`config.mk`:
```
export PLATFORM = sky130hd
export DESIGN_NAME = fixed_point_pid_controller_unit
export DESIGN_NICKNAME = d
export VERILOG_FILES = /design/src/hdl/pidc_pkg.sv /design/src/hdl/pidc_div.sv /design/src/hdl/fixed_point_pid_controller_unit.sv
export SDC_FILE = /design/constraint.sdc
export NUM_CORES = 2
export LEC_CHECK = 0
export BUFFER_PORTS_ARGS = -buffer_cell sky130_fd_sc_hd__buf_2
export CORE_ASPECT_RATIO = 1.2
export CORE_MARGIN = 4
export CORE_UTILIZATION = 60
export DETAILED_ROUTE_END_ITERATION = 6
export PLACE_DENSITY = 0.77
export SLEW_MARGIN = 20
export SYNTH_ARGS = -nofsm -noshare
export SYNTH_HDL_FRONTEND = slang
export SYNTH_SLANG_ARGS = --single-unit
export TNS_END_PERCENT = 1
```
`constraint.sdc`:
```
create_clock -name clk -period 10.4 [get_ports clk]
set_clock_uncertainty 0.1 [all_clocks]
set_input_delay 1.56 -clock clk [delete_from_list [all_inputs] [get_ports clk]]
set_output_delay 1.56 -clock clk [all_outputs]
set_load 0.01 [all_outputs]
```
`src/hdl/pidc_pkg.sv`:
```
`timescale 1ns / 1ps

package pidc_pkg;

  localparam int DATA_W        = 32;
  localparam int FRAC_BITS_DEF = 16;
  localparam int CFG_IDX_W     = 3;

  typedef logic signed [DATA_W-1:0] word_t;

  typedef enum logic [CFG_IDX_W-1:0] {
    REG_TIME_STEP  = 3'd0,
    REG_OUTPUT_MAX = 3'd1,
    REG_OUTPUT_MIN = 3'd2,
    REG_GAIN_P     = 3'd3,
    REG_GAIN_I     = 3'd4,
    REG_GAIN_D     = 3'd5
  } cfg_reg_t;

endpackage

```
`src/hdl/pidc_div.sv`:
```
`timescale 1ns / 1ps

module pidc_div
  import pidc_pkg::*;
#(
  parameter int FRAC_BITS = FRAC_BITS_DEF
) (
  input  logic  clk,
  input  logic  rst,
  input  logic  start,
  input  word_t numer,
  input  word_t denom,
  output logic  done,
  output word_t quotient
);

  localparam int NUM_W = DATA_W + FRAC_BITS;
  localparam int CNT_W = $clog2(NUM_W);

  logic [NUM_W-1:0]  num_q;
  logic [DATA_W-1:0] rem;
  logic [DATA_W-1:0] dabs;
  logic              neg;
  logic              zero;
  logic              running;
  logic              fixup;
  logic [CNT_W-1:0]  cnt;

  logic [DATA_W:0]   shifted;
  logic [DATA_W+1:0] trial;
  logic              qbit;
  logic [DATA_W-1:0] nabs;
  logic [DATA_W-1:0] qlow;

  // Restoring division on magnitudes, one quotient bit per cycle. Quotient
  // bits shift into the bottom of the numerator register as it empties.
  always_comb begin
    shifted = {rem, num_q[NUM_W-1]};
    trial   = {1'b0, shifted} - {2'b00, dabs};
    qbit    = !trial[DATA_W+1];
    nabs    = numer[DATA_W-1] ? DATA_W'(-numer) : DATA_W'(numer);
    qlow    = num_q[DATA_W-1:0];
  end

  always_ff @(posedge clk) begin
    if (rst) begin
      running <= 1'b0;
      fixup   <= 1'b0;
      done    <= 1'b0;
    end else if (start) begin
      running <= 1'b1;
      fixup   <= 1'b0;
      done    <= 1'b0;
    end else if (running) begin
      if (cnt == CNT_W'(NUM_W - 1)) begin
        running <= 1'b0;
        fixup   <= 1'b1;
      end
    end else if (fixup) begin
      fixup <= 1'b0;
      done  <= 1'b1;
    end
  end

  always_ff @(posedge clk) begin
    if (start) begin
      num_q <= {nabs, {FRAC_BITS{1'b0}}};
      rem   <= '0;
      dabs  <= denom[DATA_W-1] ? DATA_W'(-denom) : DATA_W'(denom);
      neg   <= numer[DATA_W-1] ^ denom[DATA_W-1];
      zero  <= (denom == '0);
      cnt   <= '0;
    end else if (running) begin
      num_q <= {num_q[NUM_W-2:0], qbit};
      rem   <= qbit ? trial[DATA_W-1:0] : shifted[DATA_W-1:0];
      cnt   <= cnt + 1'b1;
    end else if (fixup) begin
      // Only the low word of the quotient is kept, so the sign fix is 32 bits wide.
      if (zero) begin
        quotient <= '0;
      end else if (neg) begin
        quotient <= word_t'(-qlow);
      end else begin
        quotient <= word_t'(qlow);
      end
    end
  end

endmodule

```
`src/hdl/fixed_point_pid_controller_unit.sv`:
```
// Discrete PID controller on signed Q16.16 samples (FRAC_BITS fraction bits). Each transfer on
// the sample channel carries a setpoint and a measurement and yields one clamped drive value.
// The unit works on one sample at a time and holds sample_stall until it is back in idle. A
// single bit-serial multiplier forms the four gain and time-step products one after another,
// one multiplier bit per cycle. The derivative division runs in a bit-serial divider alongside
// the first products. A finished drive value waits in an output register, so the next sample
// can be taken while it is held.
// Configuration writes take effect at once and are meant for times when no sample is in work.
`timescale 1ns / 1ps

module fixed_point_pid_controller_unit
  import pidc_pkg::*;
#(
  parameter int FRAC_BITS = FRAC_BITS_DEF
) (
  input  logic                 clk,
  input  logic                 rst,
  input  logic                 sample_valid,
  output logic                 sample_stall,
  input  word_t                target_value,
  input  word_t                measured_value,
  output logic                 drive_valid,
  input  logic                 drive_stall,
  output word_t                drive_value,
  input  logic                 cfg_write,
  input  logic [CFG_IDX_W-1:0] cfg_index,
  input  logic [DATA_W-1:0]    cfg_data
);

  localparam int MCNT_W = $clog2(DATA_W);

  typedef enum logic [5:0] {
    ST_IDLE = 6'b000001,
    ST_DIFF = 6'b000010,
    ST_MUL  = 6'b000100,
    ST_MEND = 6'b001000,
    ST_SUM  = 6'b010000,
    ST_OUT  = 6'b100000
  } state_t;

  typedef enum logic [1:0] {
    OP_P     = 2'd0,
    OP_INTEG = 2'd1,
    OP_I     = 2'd2,
    OP_D     = 2'd3
  } op_t;

  state_t state, state_next;
  op_t    op, op_next;

  word_t time_step, output_max, output_min, gain_p, gain_i, gain_d;
  word_t integral_sum, last_error;
  word_t err, diff, p_term, i_term, total;

  // Multiplier: upper partial product in acc, multiplier bits leave lo as product bits enter.
  word_t              mcand;
  logic signed [DATA_W:0] acc;
  logic [DATA_W-1:0]  lo;
  logic [MCNT_W-1:0]  mcnt;

  logic                     mul_last;
  logic signed [DATA_W+1:0] acc_x, mc_x, step_sum;
  logic [2*DATA_W-1:0]      product;
  word_t                    prod_q;
  word_t                    integ_next;
  word_t                    clamped;

  logic  mul_load;
  word_t load_a, load_b;
  logic  out_load;
  logic  div_start;
  logic  div_done;
  word_t div_quo;

  pidc_div #(
    .FRAC_BITS(FRAC_BITS)
  ) u_div (
    .clk     (clk),
    .rst     (rst),
    .start   (div_start),
    .numer   (diff),
    .denom   (time_step),
    .done    (div_done),
    .quotient(div_quo)
  );

  always_comb begin
    mul_last = (mcnt == MCNT_W'(DATA_W - 1));
    acc_x    = {acc[DATA_W], acc};
    mc_x     = {{2{mcand[DATA_W-1]}}, mcand};
    // The top multiplier bit has negative weight, so the last step subtracts.
    if (!lo[0]) begin
      step_sum = acc_x;
    end else if (mul_last) begin
      step_sum = acc_x - mc_x;
    end else begin
      step_sum = acc_x + mc_x;
    end
    product    = {acc[DATA_W-1:0], lo};
    prod_q     = word_t'(product[FRAC_BITS +: DATA_W]);
    integ_next = integral_sum + prod_q;

    if (total > output_max) begin
      clamped = output_max;
    end else if (total < output_min) begin
      clamped = output_min;
    end else begin
      clamped = total;
    end
  end

  assign sample_stall = (state != ST_IDLE);
  assign out_load     = (state == ST_OUT) && (!drive_valid || !drive_stall);

  always_comb begin
    state_next = state;
    op_next    = op;
    mul_load   = 1'b0;
    load_a     = gain_p;
    load_b     = err;
    case (state)
      ST_IDLE: begin
        if (sample_valid) state_next = ST_DIFF;
      end
      ST_DIFF: begin
        mul_load   = 1'b1;
        load_a     = gain_p;
        load_b     = err;
        op_next    = OP_P;
        state_next = ST_MUL;
      end
      ST_MUL: begin
        if (mul_last) state_next = ST_MEND;
      end
      ST_MEND: begin
        case (op)
          OP_P: begin
            mul_load   = 1'b1;
            load_a     = err;
            load_b     = time_step;
            op_next    = OP_INTEG;
            state_next = ST_MUL;
          end
          OP_INTEG: begin
            mul_load   = 1'b1;
            load_a     = gain_i;
            load_b     = integ_next;
            op_next    = OP_I;
            state_next = ST_MUL;
          end
          OP_I: begin
            // The derivative product waits until the divider has its quotient.
            if (div_done) begin
              mul_load   = 1'b1;
              load_a     = gain_d;
              load_b     = div_quo;
              op_next    = OP_D;
              state_next = ST_MUL;
            end
          end
          OP_D: begin
            state_next = ST_SUM;
          end
          default: begin
            state_next = ST_IDLE;
          end
        endcase
      end
      ST_SUM: begin
        state_next = ST_OUT;
      end
      ST_OUT: begin
        if (!drive_valid || !drive_stall) state_next = ST_IDLE;
      end
      default: begin
        state_next = ST_IDLE;
      end
    endcase
  end

  always_ff @(posedge clk) begin
    if (rst) begin
      state        <= ST_IDLE;
      op           <= OP_P;
      div_start    <= 1'b0;
      drive_valid  <= 1'b0;
      time_step    <= '0;
      output_max   <= '0;
      output_min   <= '0;
      gain_p       <= '0;
      gain_i       <= '0;
      gain_d       <= '0;
      integral_sum <= '0;
      last_error   <= '0;
    end else begin
      state     <= state_next;
      op        <= op_next;
      div_start <= (state == ST_DIFF);
      if (state == ST_DIFF) last_error <= err;
      if (state == ST_MEND && op == OP_INTEG) integral_sum <= integ_next;
      if (out_load) begin
        drive_valid <= 1'b1;
      end else if (!drive_stall) begin
        drive_valid <= 1'b0;
      end
      if (cfg_write) begin
        case (cfg_reg_t'(cfg_index))
          REG_TIME_STEP:  time_step  <= word_t'(cfg_data);
          REG_OUTPUT_MAX: output_max <= word_t'(cfg_data);
          REG_OUTPUT_MIN: output_min <= word_t'(cfg_data);
          REG_GAIN_P:     gain_p     <= word_t'(cfg_data);
          REG_GAIN_I:     gain_i     <= word_t'(cfg_data);
          REG_GAIN_D:     gain_d     <= word_t'(cfg_data);
          default: ;
        endcase
      end
    end
  end

  always_ff @(posedge clk) begin
    if (state == ST_IDLE && sample_valid) err <= target_value - measured_value;
    if (state == ST_DIFF) diff <= err - last_error;
    if (state == ST_MEND && op == OP_P) p_term <= prod_q;
    if (state == ST_MEND && op == OP_I) i_term <= prod_q;
    if (state == ST_SUM) total <= p_term + i_term + prod_q;
    if (out_load) drive_value <= clamped;

    if (mul_load) begin
      mcand <= load_a;
      lo    <= DATA_W'(load_b);
      acc   <= '0;
      mcnt  <= '0;
    end else if (state == ST_MUL) begin
      acc  <= step_sum[DATA_W+1:1];
      lo   <= {step_sum[0], lo[DATA_W-1:1]};
      mcnt <= mcnt + 1'b1;
    end
  end

endmodule

```
# After elaboration in Yosys (flattened, before gate mapping)
# Index checks and enable logic that the tools add are counted.
[op_classes]
addsub = 13
order_cmp = 2
eq_ne = 23
n_mux = 35
n_bitwise = 3
reduce_logical = 29
[op_table]
columns = ["cell", "n"]
rows = [
  ["$mux W32", 11],
  ["$pmux W32 S3", 2],
  ["$add A32 B32 Y32", 3],
  ["$mux W48", 2],
  ["$neg A32 Y32", 3],
  ["$sub A33 B32 Y34", 2],
  ["$sub A32 B32 Y32", 2],
  ["$pmux W6 S6", 1],
  ["$add A33 B32 Y34", 1],
  ["$mux W34", 1],
  ["$mux W33", 1],
  ["$gt A32 B32 Y1", 1],
  ["$logic_not A32 Y1", 1],
  ["$lt A32 B32 Y1", 1],
  ["$mux W31", 1],
  ["$mux W6", 4],
  ["$pmux W6 S3", 1],
  ["$reduce_and A2 Y1", 8],
  ["$eq A6 B6 Y1 const B", 2],
  ["$add A6 B1 Y6 const B", 1],
  ["$eq A3 B2 Y1 const B", 2],
  ["$eq A3 B3 Y1 const B", 2],
  ["$eq A6 B1 Y1 const B", 1],
  ["$eq A6 B2 Y1 const B", 1],
  ["30 further kinds", 50],
]
[totals]
register_bits = 715
output_inout_bits = 34
elab_cells = 140

# Depth between registers and ports, before layout
[logic_depth]
word_depth = 5
mapped_depth = 19
depth_no_buf = 19

# Cells and area by module
# Synthesis repeated with hierarchy kept, for this count alone.
[hier_totals]
hier_cells = 4496
hier_area_um2 = 41660.0
[by_module_without_submodules]
columns = ["module", "n_inst", "cells_each", "area_per_inst_um2"]
rows = [
  ["fixed_point_pid_controller_unit", 1, 3512, 32117.1],
  ["pidc_div", 1, 984, 9542.9],
]

# Worst setup path before layout
# No wires, ideal clock.
[synth_path]
path_type = "flip-flop to flip-flop"
start = "reg mcand[3]"
end = "reg acc[31]"
arrival_ns = 3.885
t_required_ns = 10.178
path_slack_ns = 6.294
path_stages_with_launch = 19
path_buffers = 0
path_cell_list = "edfxtp_1 -> nor4_1 -> and2_1 -> nand3_1 -> nor4_1 -> nor2b_1 -> a21o_1 -> o21ai_0 -> xnor2_1 -> ha_1 -> a21o_1 -> a21oi_1 -> o21bai_1 -> a21o_1 -> a21o_1 -> a221oi_1 -> a21boi_0 -> mux2_2 -> a221o_1"
[synth_between]
elab_chain_len = 3
[synth_rtl]
columns = ["element", "line_no", "source"]
rows = [
  ["start: declaration", "fixed_point_pid_controller_unit.sv:56", "word_t mcand;"],
  ["start signal: assignment", "fixed_point_pid_controller_unit.sv:229", "mcand <= load_a;"],
  ["$add A33 B32 Y34 / $sub A33 B32 Y34 (equally long branches)", "fixed_point_pid_controller_unit.sv:97, fixed_point_pid_controller_unit.sv:95", ""],
  ["$mux W34 (*)", "fixed_point_pid_controller_unit.sv:94", "end else if (mul_last) begin"],
  ["$mux W33 (*)", "fixed_point_pid_controller_unit.sv:92", "if (!lo[0]) begin"],
  ["end signal: assignment", "fixed_point_pid_controller_unit.sv:234", "acc <= step_sum[DATA_W+1:1];"],
  ["end: declaration", "fixed_point_pid_controller_unit.sv:57", "logic signed [DATA_W:0] acc;"],
]
# Mark *: on every way between the ends. The rest lies on a longest branch, timed or not.
# A chain may end at the register's enable or synchronous reset.

# Worst setup path after layout
[layout_path]
start = "reg mcand[3]"
end = "reg acc[32]"
[layout_between]
elab_chain_len = 2
[layout_rtl]
columns = ["element", "line_no"]
rows = [
  ["$add A33 B32 Y34 / $sub A33 B32 Y34 (equally long branches)", "fixed_point_pid_controller_unit.sv:97, fixed_point_pid_controller_unit.sv:95"],
  ["$mux W34 (*)", "fixed_point_pid_controller_unit.sv:94"],
]
# Marked as above.

==> reports/summary.txt <==
Mapped Cells -> 4580
Pwr Density -> 183 nW/um2
DRT Pass-1 Iters -> 7
Routed Antenna Nets -> 0
Post-synth EDFFs -> 354
Hold crit path type -> reg -> reg
Routed len/inst -> 21.2 um
Core Rows -> 105
Outcome -> finished with violations
Largest registers -> u_div.num_q: 48 flops, acc: 33 flops
CTS clk-pin slew, worst paths -> 0.06 ns
Max Clk Rate -> 197 MHz
Drt total wl -> 119000 um
Die Area -> 74000 um2
Fillers -> 5594
Post-CTS sizing -> 0
Residual DRC -> 32
CTS root buffer -> clkbuf_16
Crit-path leading delay family -> compound AO/OA/AOI/OAI gates
Largest net degree at the start of global routing -> 104
Mapped Area -> 41800 um2
Hold Crit Depth -> 2
Multi-input gate area -> 22400 um2
Max clock buf depth -> 3
Synth Area in Adders -> 0.0960
Synth-to-layout area growth -> 9.56%
Fin. Hold Viols -> 0
Total GRT Usage -> 0.311
XOR/XNOR Fraction of Synth Area -> 0.0588
Seq cells post-synth -> 715
Max-cap violations -> 0
CP Cell Sequence -> nor4_1 > and2_1 > nand3_1 > nor4_1 > nor2b_1 > a21o_1 > o21ai_0 > xnor2_1 > ha_1 > nand3_1 > a2111oi_0 > o211a_1 > o41ai_1 > o2111a_1 > a21oi_1 > mux2i_1
Synth Flop Type -> dfxtp_1
FF/Latch Area -> 17900 um2
Startpoint Class -> register
Worst EP required -> 10.84 ns
Share of the synthesized area in the top cell type -> 0.254
Setup TNS -> 0 ns
Mean Syn Cell Area -> 9.14 um2
Critical-path top delay cell -> a2111oi_0
Chip width -> 249 um
DIE HEIGHT -> 297 um
Period utilization -> 0.488
Nets -> 5032
Initial antenna violation count -> 3
Slew headroom -> 0.249
Top cells by area, synth -> edfxtp_1 (25%), dfxtp_1 (17%), ha_1 (7.8%), nand2_1 (6.8%), a21oi_1 (5.4%)
H-Tree Depth -> 3
Hold Path Sink -> output_max[14]$_SDFFE_PP0P_
IO Pins -> 138
Largest family of logic cells by synthesized area -> compound AO/OA/AOI/OAI gates
Max-slew violations -> 0
Register with the most flip-flops -> u_div.num_q
Vias -> 34900
Starting Density -> 0.609
CORE AREA -> 68700 um2
Share of layout cells above drive strength 1 -> 0.0836
Post-CTS setup buffer count -> 0
Vias per cell -> 6.24
Buf+Inv Stages, Crit Path -> 0
Post-synthesis sequential area ratio -> 0.427
CP max stage delay -> 0.76 ns
Worst reg2reg path endpoint -> acc[32]$_SDFFE_PP0P_
Hold Slack -> 0.355 ns
CTS tree -> yes
Post-Synth Simple-Gate Area -> 0.150
WP data arrival -> 5.51 ns
CP Capture Type -> register
RR Startpoint -> mcand[3]$_DFFE_PP_
Post-layout instance area -> 45800 um2
First-pass GRT wire length -> 185000 um
RSZ-0062 raised after global routing -> false
Syn nets -> 4983
Placed inst area -> 43300 um2
Worst Tran Pin Value -> 1.13 ns
Routability Congestion -> 0.994
Yosys top cell by area -> edfxtp_1
Total CTS buffers -> 74
Clock latency on the worst-skew pair -> 0.63 ns
Hold_sp -> output_max[14]$_SDFFE_PP0P_
Worst vdd ir -> 0.000136 V
Post-synthesis mux area share -> 0.0373
CTS Hold Bufs -> 0
Worst R2R Setup Slack -> 5.33 ns
Drt initial violations -> 3671
Failing checks -> DRC
Ys async rst share -> 0
Number of port buffers -> 137
DPL Wire Length -> 85900 um
Yosys cell types -> 82
# setup viols final -> 0
Worst R2R Path Depth -> 16
Clk sink count -> 715
Number of synthesis warnings -> 0
Grt total ovfl -> 0
Finished Core Util -> 0.667
Vias in the first global route -> 33600
Cell leakage power -> 17.6 nW
Largest register FFs -> 48
Compound-Gate Fraction of Synth Area -> 0.190
Crit Path Max Fanout -> 6
Min Tclk post-route -> 5.07 ns
Worst Path Class, Setup -> reg -> reg
[logic make-up after synthesis]
| logic type | count (synthesis) |
|---|---|
| AO/OA/AOI/OAI | 1259 |
| AND/OR/NAND/NOR | 1415 |
| multiplexers | 152 |
| XOR/XNOR | 281 |
| adder cells (fa/ha/maj) | 299 |
| flip-flops | 715 |
| buffers and inverters | 459 |
[routing by layer]
layer  routed length [um]  GRT usage
met4                 7360      0.171
met2                56100      0.519
met1                45100      0.385
met5                    0          0
met3                10400     0.0522
[Yosys cell counts, types with 22 or more instances]
cell type,count
fa_1,37
a21o_1,115
a22o_1,23
ha_1,262
mux2_2,31
or3_1,31
o21ai_0,278
a222oi_1,45
and3_1,23
nand2_1,760
nand4_1,29
xnor2_1,184
nor2_1,280
nor2b_1,31
a31oi_1,24
nor3_1,52
xor2_1,97
mux2i_1,121
o211ai_1,26
o31ai_1,43
clkbuf_1,199
a211oi_1,44
o21a_1,36
nand3_1,60
and2_1,22
inv_1,250
a21oi_1,451
dfxtp_1,361
nand2b_1,29
edfxtp_1,354
[worst register-to-register path, cell delays in order, from the launching register on]
cell	delay (ns)
edfxtp_1	0.44
nor4_1	0.50
and2_1	0.27
nand3_1	0.15
nor4_1	0.34
nor2b_1	0.30
a21o_1	0.28
o21ai_0	0.15
xnor2_1	0.16
ha_1	0.38
nand3_1	0.10
a2111oi_0	0.76
o211a_1	0.29
o41ai_1	0.14
o2111a_1	0.27
a21oi_1	0.14
mux2i_1	0.20
[layout by cell type (no fill, tap or decap), types with 37 or more instances in the layout]
cell type	count
edfxtp_1	354
ha_1	260
mux2i_1	121
inv_1	249
fa_1	37
a21oi_1	450
a21o_1	115
nand3_1	60
a211oi_1	44
nor3_1	51
nand2_1	759
o21ai_0	278
xor2_1	97
clkbuf_16	79
nor2_1	275
xnor2_1	184
buf_2	136
dfxtp_1	359
a222oi_1	45
buf_4	44
o31ai_1	42
[how the worst max path moves through the flow]
stage | start | end | slack (ns) | depth (start not counted)
2_1_floorplan | mcand[3]$_DFFE_PP_ | acc[31]$_SDFFE_PP0P_ | 6.29 | 18
3_3_place_gp | mcand[3]$_DFFE_PP_ | acc[31]$_SDFFE_PP0P_ | 5.86 | 17
3_5_place_dp | mcand[3]$_DFFE_PP_ | acc[32]$_SDFFE_PP0P_ | 5.58 | 16
4_1_cts | mcand[3]$_DFFE_PP_ | acc[32]$_SDFFE_PP0P_ | 5.48 | 16
5_1_grt | mcand[3]$_DFFE_PP_ | acc[32]$_SDFFE_PP0P_ | 5.06 | 16
6_report | mcand[3]$_DFFE_PP_ | acc[32]$_SDFFE_PP0P_ | 5.33 | 16
[report_power, final]
| part | total [mW] | internal [mW] | switching (mW) | leakage, nW |
|---|---|---|---|---|
| Sequential | 3.57 | 3.25 | 0.324 | 6.17 |
| Combinational | 2.06 | 0.846 | 1.21 | 10.2 |
| Clock | 2.75 | 1.59 | 1.16 | 1.24 |
[cell type report]
cell class              instances  area share
repair buffers                181      0.0224
inverters                     251      0.0206
multi-input cells            3406       0.488
diodes                          3    0.000164
well taps                     909      0.0248
clock inverters                35     0.00789
flip-flops and latches        715       0.390
clock buffers                 102      0.0470
[stage by stage]
stage	instances	power, mW	setup slack [ns]
global placement	5462	5.59	5.86
detailed placement	5462	5.63	5.58
CTS	5599	8.38	5.48
finish	5602	8.38	5.33
floorplan	4580	5.02	6.29
global route	5599	8.77	5.06
Power figures use the tool's default switching activity.
